**src/sv/apm_pkg.sv**
```systemverilog
// Shared types, constants and the gain lookup for the autoranging power meter.
// Used by apm_mul, apm_div and autoranging_power_meter_top.
package apm_pkg;

  // Shared multiplier: unsigned magnitudes, sign handled by the sequencer.
  localparam int MUL_W  = 23;
  localparam int PROD_W = 2 * MUL_W;

  // Shared divider: a 48-bit dividend walked MSB first, one bit per cycle.
  localparam int DVD_W  = 48;
  localparam int STEP_W = 6;

  // The per-sample current quotient and the scaled voltage magnitude.
  localparam int QS_W = 18;
  localparam int VS_W = 12;

  localparam int CUR_W  = 11;
  localparam int VOLT_W = 12;
  localparam int VREF_W = 10;
  localparam int THR_W  = 11;
  localparam int PWR_W  = 31;
  localparam int GAIN_W = 3;
  localparam int GAIN_VAL_W = 5;

  localparam logic [STEP_W-1:0] DIV_STEPS_GAIN  = 6'd18;
  localparam logic [STEP_W-1:0] DIV_STEPS_POWER = 6'd48;

  // Q16.16 scale factors.
  localparam logic [MUL_W-1:0] K_INT_SCALE  = 23'd1056;
  localparam logic [MUL_W-1:0] K_EXT_SCALE  = 23'd6336633;
  localparam logic [MUL_W-1:0] K_VOLT_SCALE = 23'd82706;
  localparam logic [MUL_W-1:0] NEG_SLOPE    = 23'd3122;
  localparam logic [MUL_W-1:0] POS_SLOPE    = 23'd3032;
  // Intercept magnitudes; the negative branch intercept is -27.
  localparam logic [MUL_W-1:0] NEG_ICPT_MAG = 23'd27;
  localparam logic [MUL_W-1:0] POS_ICPT     = 23'd74;

  localparam logic [GAIN_W-1:0] GAIN_MIN = 3'd1;
  localparam logic [GAIN_W-1:0] GAIN_MAX = 3'd4;

  localparam logic [THR_W-1:0] UPPER_RESET = 11'd430;
  localparam logic [THR_W-1:0] LOWER_RESET = 11'd185;

  localparam logic [PWR_W-1:0] PWR_SAT = 31'h7FFF_FFFF;

  // Configuration register indexes.
  localparam logic [1:0] CFG_IDX_EXT   = 2'd0;
  localparam logic [1:0] CFG_IDX_UPPER = 2'd1;
  localparam logic [1:0] CFG_IDX_LOWER = 2'd2;

  typedef enum logic [1:0] {
    STAT_OK      = 2'd0,
    STAT_LOWERED = 2'd1,
    STAT_RAISED  = 2'd2
  } status_t;

  typedef enum logic [3:0] {
    ST_IDLE,
    ST_EVAL,
    ST_SCALE,
    ST_SCALE_W,
    ST_VOLT,
    ST_VOLT_W,
    ST_DIV_W,
    ST_PROD,
    ST_ACC,
    ST_CLOSE,
    ST_PDIV,
    ST_EMIT
  } state_t;

  typedef struct packed {
    logic              start;
    logic [STEP_W-1:0] steps;
  } div_req_t;

  function automatic logic [GAIN_VAL_W-1:0] gain_of(input logic [GAIN_W-1:0] step);
    logic [GAIN_VAL_W-1:0] g;
    case (step)
      3'd0:    g = 5'd1;
      3'd1:    g = 5'd2;
      3'd2:    g = 5'd3;
      3'd3:    g = 5'd5;
      3'd4:    g = 5'd9;
      default: g = 5'd17;
    endcase
    return g;
  endfunction

endpackage

```
**src/sv/apm_mul.sv**
```systemverilog
// Shared unsigned multiplier with a registered product.
// Depends on apm_pkg for operand and product widths.
module apm_mul
  import apm_pkg::*;
(
  input  logic              clk,
  input  logic [MUL_W-1:0]  a,
  input  logic [MUL_W-1:0]  b,
  output logic [PROD_W-1:0] p
);

  logic [PROD_W-1:0] p_r;

  always_ff @(posedge clk) begin
    p_r <= PROD_W'(a) * PROD_W'(b);
  end

  assign p = p_r;

endmodule

```
**src/sv/apm_div.sv**
```systemverilog
// Shared restoring divider, one quotient bit per cycle, MSB first.
// Depends on apm_pkg for the request struct and the dividend width.
module apm_div
  import apm_pkg::*;
#(
  parameter int DIVISOR_W = 8
) (
  input  logic                 clk,
  input  logic                 rst_n,
  input  div_req_t             req,
  input  logic [DVD_W-1:0]     dividend,
  input  logic [DIVISOR_W-1:0] divisor,
  output logic                 busy,
  output logic [DVD_W-1:0]     quotient
);

  logic                 busy_r;
  logic [STEP_W-1:0]    cnt_r;
  logic [DVD_W-1:0]     dvd_r;
  logic [DVD_W-1:0]     quo_r;
  logic [DIVISOR_W-1:0] rem_r;
  logic [DIVISOR_W-1:0] dsr_r;

  logic [DIVISOR_W:0]   rem_sh;
  logic [DIVISOR_W:0]   rem_diff;
  logic                 fits;
  logic [DIVISOR_W-1:0] rem_nxt;

  always_comb begin
    rem_sh   = {rem_r, dvd_r[DVD_W-1]};
    rem_diff = rem_sh - {1'b0, dsr_r};
    fits     = (rem_sh >= {1'b0, dsr_r});
    rem_nxt  = fits ? rem_diff[DIVISOR_W-1:0] : rem_sh[DIVISOR_W-1:0];
  end

  always_ff @(posedge clk) begin
    if (!rst_n) begin
      busy_r <= 1'b0;
      cnt_r  <= '0;
    end else if (req.start) begin
      busy_r <= 1'b1;
      cnt_r  <= req.steps;
    end else if (busy_r) begin
      cnt_r <= cnt_r - 1'b1;
      if (cnt_r == STEP_W'(1)) begin
        busy_r <= 1'b0;
      end
    end
  end

  always_ff @(posedge clk) begin
    if (req.start) begin
      dvd_r <= dividend;
      dsr_r <= divisor;
      rem_r <= '0;
      quo_r <= '0;
    end else if (busy_r) begin
      dvd_r <= {dvd_r[DVD_W-2:0], 1'b0};
      rem_r <= rem_nxt;
      quo_r <= {quo_r[DVD_W-2:0], fits};
    end
  end

  assign busy     = busy_r;
  assign quotient = quo_r;

endmodule

```
**src/sv/autoranging_power_meter_top.sv**
```systemverilog
// Autoranging power meter: each accepted sample runs an 18-step gain division in the
// shared one-bit-per-cycle divider, in internal and external mode alike. A skipped or
// overrange sample bypasses the multiplier and the divider. An item with last set adds
// a 48-step divider pass when a mean is formed, and waits while a stalled result holds
// the output register. Reset is synchronous, active low:
// gain step 4, internal mode, thresholds 430 and 185, window cleared, no result pending.
module autoranging_power_meter_top
  import apm_pkg::*;
#(
  parameter int MAX_SAMPLES = 128
) (
  input  logic                     clk,
  input  logic                     rst_n,
  input  logic                     cfg_we,
  input  logic [1:0]               cfg_index,
  input  logic [THR_W-1:0]         cfg_wdata,
  input  logic                     in_valid,
  output logic                     in_stall,
  input  logic [CUR_W-1:0]         in_current_sample,
  input  logic signed [VOLT_W-1:0] in_volt_sample,
  input  logic [CUR_W-1:0]         in_current_ref,
  input  logic [VREF_W-1:0]        in_volt_ref,
  input  logic                     in_last,
  output logic                     out_valid,
  input  logic                     out_stall,
  output logic [PWR_W-1:0]         out_power_mw,
  output logic [1:0]               out_status,
  output logic [GAIN_W-1:0]        out_gain_index
);

  localparam int CW = $clog2(MAX_SAMPLES + 1);

  state_t state_r, state_nxt;

  logic              ext_mode_r;
  logic [THR_W-1:0]  upper_r;
  logic [THR_W-1:0]  lower_r;

  logic [GAIN_W-1:0] gain_step_r;
  logic [DVD_W-1:0]  energy_r;
  logic [CUR_W-1:0]  peak_r;
  logic [CW-1:0]     count_r;
  logic              aborted_r;

  logic              c_neg_r;
  logic [CUR_W-1:0]  c_mag_r;
  logic [VOLT_W-1:0] volt_r;
  logic [VREF_W-1:0] vref_r;
  logic              last_r;
  logic              vs_neg_r;
  logic [VS_W-1:0]   vs_mag_r;
  logic [QS_W-1:0]   ima_mag_r;
  logic [PWR_W-1:0]  power_r;
  status_t           status_r;

  logic              out_valid_r;
  logic [PWR_W-1:0]  out_power_r;
  status_t           out_status_r;
  logic [GAIN_W-1:0] out_gain_r;

  logic [MUL_W-1:0]  mul_a, mul_b;
  logic [PROD_W-1:0] mul_p;
  div_req_t          div_req;
  logic [DVD_W-1:0]  div_dividend;
  logic [CW-1:0]     div_divisor;
  logic              div_busy;
  logic [DVD_W-1:0]  div_quotient;

  logic [VOLT_W-1:0] c_in;
  logic [THR_W-1:0]  upper_eff, lower_eff;
  logic              skip, over, raise, close_div;
  logic [VOLT_W:0]   d_ext;
  logic [VS_W-1:0]   d_mag, vmag_int;
  logic [DVD_W-1:0]  prod_ext, addend, energy_mag;

  apm_mul u_mul (
    .clk (clk),
    .a   (mul_a),
    .b   (mul_b),
    .p   (mul_p)
  );

  apm_div #(
    .DIVISOR_W (CW)
  ) u_div (
    .clk      (clk),
    .rst_n    (rst_n),
    .req      (div_req),
    .dividend (div_dividend),
    .divisor  (div_divisor),
    .busy     (div_busy),
    .quotient (div_quotient)
  );

  always_comb begin
    c_in      = {1'b0, in_current_sample} - {1'b0, in_current_ref};
    upper_eff = ext_mode_r ? (upper_r >> 1) : upper_r;
    lower_eff = ext_mode_r ? (lower_r >> 1) : lower_r;
    skip      = aborted_r || (count_r >= CW'(MAX_SAMPLES));
    over      = !c_neg_r && (c_mag_r > upper_eff) && (gain_step_r > GAIN_MIN);
    raise     = (peak_r < lower_eff) && (gain_step_r < GAIN_MAX);
    close_div = !aborted_r && !raise && (count_r != '0);
    d_ext     = {volt_r[VOLT_W-1], volt_r} - {3'b000, vref_r};
    d_mag     = d_ext[VOLT_W] ? VS_W'(-d_ext) : VS_W'(d_ext);
    vmag_int  = volt_r[VOLT_W-1] ? VS_W'(-volt_r) : volt_r;
    prod_ext  = DVD_W'(mul_p);
    addend    = (c_neg_r ^ vs_neg_r) ? (-prod_ext) : prod_ext;
    energy_mag = energy_r[DVD_W-1] ? (-energy_r) : energy_r;
  end

  always_ff @(posedge clk) begin
    if (!rst_n) begin
      state_r <= ST_IDLE;
    end else begin
      state_r <= state_nxt;
    end
  end

  // Sequencer: next state and the operands of the shared multiplier and divider.
  always_comb begin
    state_nxt    = state_r;
    mul_a        = '0;
    mul_b        = '0;
    div_req      = '0;
    div_dividend = '0;
    div_divisor  = CW'(gain_of(gain_step_r));
    case (state_r)
      ST_IDLE: begin
        if (in_valid) begin
          state_nxt = ST_EVAL;
        end
      end
      ST_EVAL: begin
        if (skip || over) begin
          state_nxt = last_r ? ST_CLOSE : ST_IDLE;
        end else begin
          mul_a     = MUL_W'(c_mag_r);
          mul_b     = ext_mode_r ? K_EXT_SCALE : (c_neg_r ? NEG_SLOPE : POS_SLOPE);
          state_nxt = ST_SCALE;
        end
      end
      ST_SCALE: begin
        if (ext_mode_r) begin
          div_req.start = 1'b1;
          div_req.steps = DIV_STEPS_GAIN;
          div_dividend  = {mul_p[QS_W+15:16], {(DVD_W-QS_W){1'b0}}};
          state_nxt     = ST_VOLT;
        end else begin
          // Piecewise linear term, then the Q16.16 current scale.
          mul_a     = mul_p[MUL_W-1:0] + (c_neg_r ? NEG_ICPT_MAG : POS_ICPT);
          mul_b     = K_INT_SCALE;
          state_nxt = ST_SCALE_W;
        end
      end
      ST_SCALE_W: begin
        div_req.start = 1'b1;
        div_req.steps = DIV_STEPS_GAIN;
        div_dividend  = {mul_p[QS_W+15:16], {(DVD_W-QS_W){1'b0}}};
        state_nxt     = ST_VOLT;
      end
      ST_VOLT: begin
        mul_a     = MUL_W'(d_mag);
        mul_b     = K_VOLT_SCALE;
        state_nxt = ST_VOLT_W;
      end
      ST_VOLT_W: begin
        state_nxt = ST_DIV_W;
      end
      ST_DIV_W: begin
        if (!div_busy) begin
          state_nxt = ST_PROD;
        end
      end
      ST_PROD: begin
        mul_a     = MUL_W'(ima_mag_r);
        mul_b     = MUL_W'(vs_mag_r);
        state_nxt = ST_ACC;
      end
      ST_ACC: begin
        state_nxt = last_r ? ST_CLOSE : ST_IDLE;
      end
      ST_CLOSE: begin
        if (close_div) begin
          div_req.start = 1'b1;
          div_req.steps = DIV_STEPS_POWER;
          div_dividend  = energy_mag;
          div_divisor   = count_r;
          state_nxt     = ST_PDIV;
        end else begin
          state_nxt = ST_EMIT;
        end
      end
      ST_PDIV: begin
        if (!div_busy) begin
          state_nxt = ST_EMIT;
        end
      end
      ST_EMIT: begin
        if (!out_valid_r || !out_stall) begin
          state_nxt = ST_IDLE;
        end
      end
      default: begin
        state_nxt = ST_IDLE;
      end
    endcase
  end

  always_ff @(posedge clk) begin
    if (!rst_n) begin
      ext_mode_r <= 1'b0;
      upper_r    <= UPPER_RESET;
      lower_r    <= LOWER_RESET;
    end else if (cfg_we) begin
      case (cfg_index)
        CFG_IDX_EXT:   ext_mode_r <= cfg_wdata[0];
        CFG_IDX_UPPER: upper_r    <= cfg_wdata;
        CFG_IDX_LOWER: lower_r    <= cfg_wdata;
        default: ;
      endcase
    end
  end

  // Sample capture and the per-step results of the shared units.
  always_ff @(posedge clk) begin
    case (state_r)
      ST_IDLE: begin
        c_neg_r <= c_in[VOLT_W-1];
        c_mag_r <= c_in[VOLT_W-1] ? CUR_W'(-c_in) : c_in[CUR_W-1:0];
        volt_r  <= in_volt_sample;
        vref_r  <= in_volt_ref;
        last_r  <= in_last;
      end
      ST_VOLT_W: begin
        vs_neg_r <= ext_mode_r ? d_ext[VOLT_W] : volt_r[VOLT_W-1];
        vs_mag_r <= ext_mode_r ? mul_p[VS_W+15:16] : vmag_int;
      end
      ST_DIV_W: begin
        ima_mag_r <= div_quotient[QS_W-1:0];
      end
      ST_CLOSE: begin
        power_r  <= '0;
        status_r <= aborted_r ? STAT_LOWERED : (raise ? STAT_RAISED : STAT_OK);
      end
      ST_PDIV: begin
        if (!div_busy) begin
          power_r <= (|div_quotient[DVD_W-1:PWR_W]) ? PWR_SAT : div_quotient[PWR_W-1:0];
        end
      end
      default: ;
    endcase
  end

  // Window state and gain step.
  always_ff @(posedge clk) begin
    if (!rst_n) begin
      gain_step_r <= GAIN_MAX;
      energy_r    <= '0;
      peak_r      <= '0;
      count_r     <= '0;
      aborted_r   <= 1'b0;
    end else begin
      case (state_r)
        ST_EVAL: begin
          if (!skip) begin
            if (!c_neg_r && (c_mag_r > peak_r)) begin
              peak_r <= c_mag_r;
            end
            if (over) begin
              gain_step_r <= gain_step_r - 1'b1;
              aborted_r   <= 1'b1;
            end
          end
        end
        ST_ACC: begin
          energy_r <= energy_r + addend;
          count_r  <= count_r + 1'b1;
        end
        ST_CLOSE: begin
          if (!aborted_r && raise) begin
            gain_step_r <= gain_step_r + 1'b1;
          end
        end
        ST_EMIT: begin
          if (!out_valid_r || !out_stall) begin
            energy_r  <= '0;
            peak_r    <= '0;
            count_r   <= '0;
            aborted_r <= 1'b0;
          end
        end
        default: ;
      endcase
    end
  end

  // Output register: a result waits here until the transfer completes.
  always_ff @(posedge clk) begin
    if (!rst_n) begin
      out_valid_r <= 1'b0;
    end else if (state_r == ST_EMIT && (!out_valid_r || !out_stall)) begin
      out_valid_r <= 1'b1;
    end else if (!out_stall) begin
      out_valid_r <= 1'b0;
    end
  end

  always_ff @(posedge clk) begin
    if (state_r == ST_EMIT && (!out_valid_r || !out_stall)) begin
      out_power_r  <= power_r;
      out_status_r <= status_r;
      out_gain_r   <= gain_step_r;
    end
  end

  assign in_stall       = (state_r != ST_IDLE);
  assign out_valid      = out_valid_r;
  assign out_power_mw   = out_power_r;
  assign out_status     = out_status_r;
  assign out_gain_index = out_gain_r;

  a_gain_range: assert property (@(posedge clk) disable iff (!rst_n)
    (gain_step_r >= GAIN_MIN) && (gain_step_r <= GAIN_MAX))
    else $error("gain step left its range");

  a_count_bound: assert property (@(posedge clk) disable iff (!rst_n)
    count_r <= CW'(MAX_SAMPLES))
    else $error("sample count passed the window limit");

  a_retry_zero_power: assert property (@(posedge clk) disable iff (!rst_n)
    (out_valid_r && out_status_r != STAT_OK) |-> (out_power_r == '0))
    else $error("retry result carries a nonzero power");

  a_div_idle: assert property (@(posedge clk) disable iff (!rst_n)
    (state_r == ST_IDLE || state_r == ST_EMIT) |-> !div_busy)
    else $error("divider still busy outside a computation");

endmodule

```
**config.mk**
```make
export PLATFORM = sky130hd
export DESIGN_NAME = autoranging_power_meter_top
export DESIGN_NICKNAME = d
export VERILOG_FILES = /design/src/sv/apm_pkg.sv /design/src/sv/apm_mul.sv /design/src/sv/apm_div.sv /design/src/sv/autoranging_power_meter_top.sv
export SDC_FILE = /design/constraint.sdc
export NUM_CORES = 2
export LEC_CHECK = 0
export BUFFER_PORTS_ARGS = -buffer_cell sky130_fd_sc_hd__buf_2
export CORE_MARGIN = 2
export CORE_UTILIZATION = 40
export DETAILED_ROUTE_END_ITERATION = 8
export PLACE_DENSITY = 0.61
export SYNTH_ARGS = -nofsm -noshare
export SYNTH_HDL_FRONTEND = slang
export SYNTH_SLANG_ARGS = --single-unit
```
**constraint.sdc**
```tcl
create_clock -name clk -period 15.8 [get_ports clk]
set_clock_uncertainty 0.1 [all_clocks]
set_input_delay 0.79 -clock clk [delete_from_list [all_inputs] [get_ports clk]]
set_output_delay 0.79 -clock clk [all_outputs]
set_load 0.01 [all_outputs]
```
==> results.yml <==
global_route:
  grt_max_degree: 74
  first_global_vias: 27000
  antenna_found_initial: 1
  grt_pass1_wl_um: 151000
  gr-total-overflow: 0
  grt_usage_pct: 20.4
pwr:
  power_mw: 6.53
  ir_drop_mv: 0.184
  netSwitchingFraction_pct: 46.7
  combPwrFrac_pct: 60.3
  pwr-share-seq_pct: 23.0
  cellLeakagePower_nw: 18.6
  p_sw_mw: 3.05
  power_density_mw_per_mm2: 162
  clockPowerShare_pct: 16.7
  internal-power_mw: 3.48
floorplan:
  fp.dieH_um: 306
  die-area_mm2: 0.0935
  rows: 110
  start_util_pct: 40.4
  num_io_pins: 101
  die_w_um: 306
  core_mm2: 0.0901
routing:
  dr.pass1.iters: 6
  wl_per_cell_um: 18.0
  ant_nets: 0
  routed_wl_um: 94900
  drt_iter0_markers: 1907
  drc: 0
  avgViaCountPerCell: 5.24
  num_vias: 27600
setup_path:
  r2r_cells: 33
  cp.depth: 33
  critPathKind: "reg -> reg"
  start_kind: "register"
  crit_slowest_cell: "a32oi_1"
  cp-end-kind: "register"
  crit_required_ps: 16160
  slowest_delay_ps: 800
  critical_path_buf_inv_count: 4
  cp_top_family: "adder cells"
  path_max_fanout: 11
  arrival_ps: 11020
  cp_common_cell: "fa_1"
synthesis:
  synthCells: 3890
  mappedNetlistArea_mm2: 0.0364
  synth_seq_cells: 399
  seq_area_frac_synth_pct: 27.2
  ys_warn_count: 0
  synth_ff_type: "dfxtp_1"
  avgSynthCellArea_um2: 9.37
  async_reset_ff_share_pct: 0
  synth.distinct_cells: 79
  synth-edff-count: 191
clock_tree:
  cts.path.max_buffers: 3
  htree_levels: 2
  clk_pin_slew_ps: 60
  numCtsBuffers: 45
  postCtsHoldBufs: 0
  ctsResizeCount: 0
  clock_sinks: 399
  clk-insertion-delay-late_ps: 590
  cts_root_buf: "clkbuf_16"
  cts_tree: "built"
  postCtsSetupBuffers: 0
sta:
  final.setup.tns_ps: 0
  maxSlewViolCount: 0
  hold_viol_final: 0
  fin_crit_sh_pct: 67.5
  setup_viol_count_final: 0
  fin_crit_ps: 10660
  holdWs_ps: 288
  rsz0062_at_grt: "false"
  fmax_mhz: 93.8
  worstMarginPinSlew_ps: 1330
  relSlewSlack_pct: 11.2
cells_and_area:
  mostFrequentLayoutCell: "inv_1"
  syn2layout_area_growth_pct: 10.3
  final_core_util_pct: 44.6
  instances_no_fill: 5261
  num-nets-final: 4818
  most-common-layout-cells: "inv_1 (536), nand2_1 (393), ha_1 (362), fa_1 (344), nor2_1 (246)"
  drive_gt1_share_pct: 6.39
placed_design:
  portBuffers: 100
  place_inst: 5178
  dp_hpwl_um: 74300
  gp_congestion: 0.931
min_path:
  holdPathStages: 1
  hold_class: "in -> reg"
flow_run:
  drv_cap: 0
outcome:
  status: "finished clean"
area by class of cell:
cell class	instances	area (µm²)
Clock inverter	16	201
Tap cell	1176	1470
Antenna cell	1	2.50
Fill cell	8690	50000
Sequential cell	399	9900
Clock buffer	66	1330
Inverter	538	2020
Multi-Input combinational cell	2927	24500
Timing Repair Buffer	138	786
metrics by stage:
step | cell area (µm²) | setup slack (ps)
2_1_floorplan | 36900 | 6200
3_3_place_gp | 38700 | 5300
3_5_place_dp | 38700 | 5330
4_1_cts | 40200 | 5290
5_1_grt | 40200 | 4630
6_report | 40200 | 5140
worst reg2reg max path: cells and delay by family (launching register included):
family | cells | cell delay [ps]
AO/OA/AOI/OAI | 9 | 3520
XOR/XNOR | 3 | 500
adder cells (fa/ha/maj) | 10 | 4460
buffers and inverters | 4 | 240
flip-flops | 1 | 340
AND/OR/NAND/NOR | 7 | 1400
final timing paths:
path	slack [ps]	from	to
worst max-delay path	5140	volt_r[0]$_DFFE_PP_	u_mul.p[32]$_DFF_P_
worst min-delay path	290	in_last	last_r$_DFFE_PP_
worst max register to register	5140	volt_r[0]$_DFFE_PP_	u_mul.p[32]$_DFF_P_
worst min register to register	310	power_r[28]$_SDFFCE_PP0P_	out_power_mw[28]$_DFFE_PP_
flip-flops by register name (all words and copies together) (netlist names), 10 cells and up:
name,flops
u_div.quotient,48
c_mag_r,11
vref_r,10
vs_mag_r,12
u_mul.p,46
out_power_mw,31
u_div.dvd_r,48
power_r,31
lower_r,11
volt_r,12
peak_r,11
energy_r,48
upper_r,11
ima_mag_r,18
cell usage after synthesis (88+ instances only):
library cell	instances	share of area (%)
edfxtp_1	191	16
inv_1	538	5.5
o21ai_0	207	2.8
nand3_1	88	1.2
nand2_1	393	4.0
nor2_1	248	2.6
ha_1	362	12
dfxtp_1	208	11
fa_1	344	19
clkbuf_1	140	1.4
xnor2_1	125	3.0
xor2_1	126	3.0
a21oi_1	157	2.2
routing by layer:
layer  share of wire, %  track usage, %  vias to the layer above
met5                  0               0                        -
met4                2.2            4.51                        0
li1                   -               -                    13200
met3                5.5            2.32                      117
met1                 46            29.0                    13500
met2                 46            33.4                      714
kinds of logic after synthesis:
logic type	count (synthesis)	synth area share, %
compound gates	733	12.8
xor+xnor	251	6.03
fa+ha+maj	706	31.3
buf+inv	689	7.13
flops	399	27.2
mux	87	2.40
other cells	2	0.0206
simple gates	1023	13.1
power by group through the flow:
stage	clock, mW	sequential, mW	combinational [mW]
after detailed placement	0	1.52	3.83
after global placement	0	1.52	3.80
final	1.09	1.50	3.94
after CTS	1.11	1.50	3.86
after global routing	1.15	1.52	4.43
after floorplan	0	1.40	2.98
(Power assumes the default switching activity.)
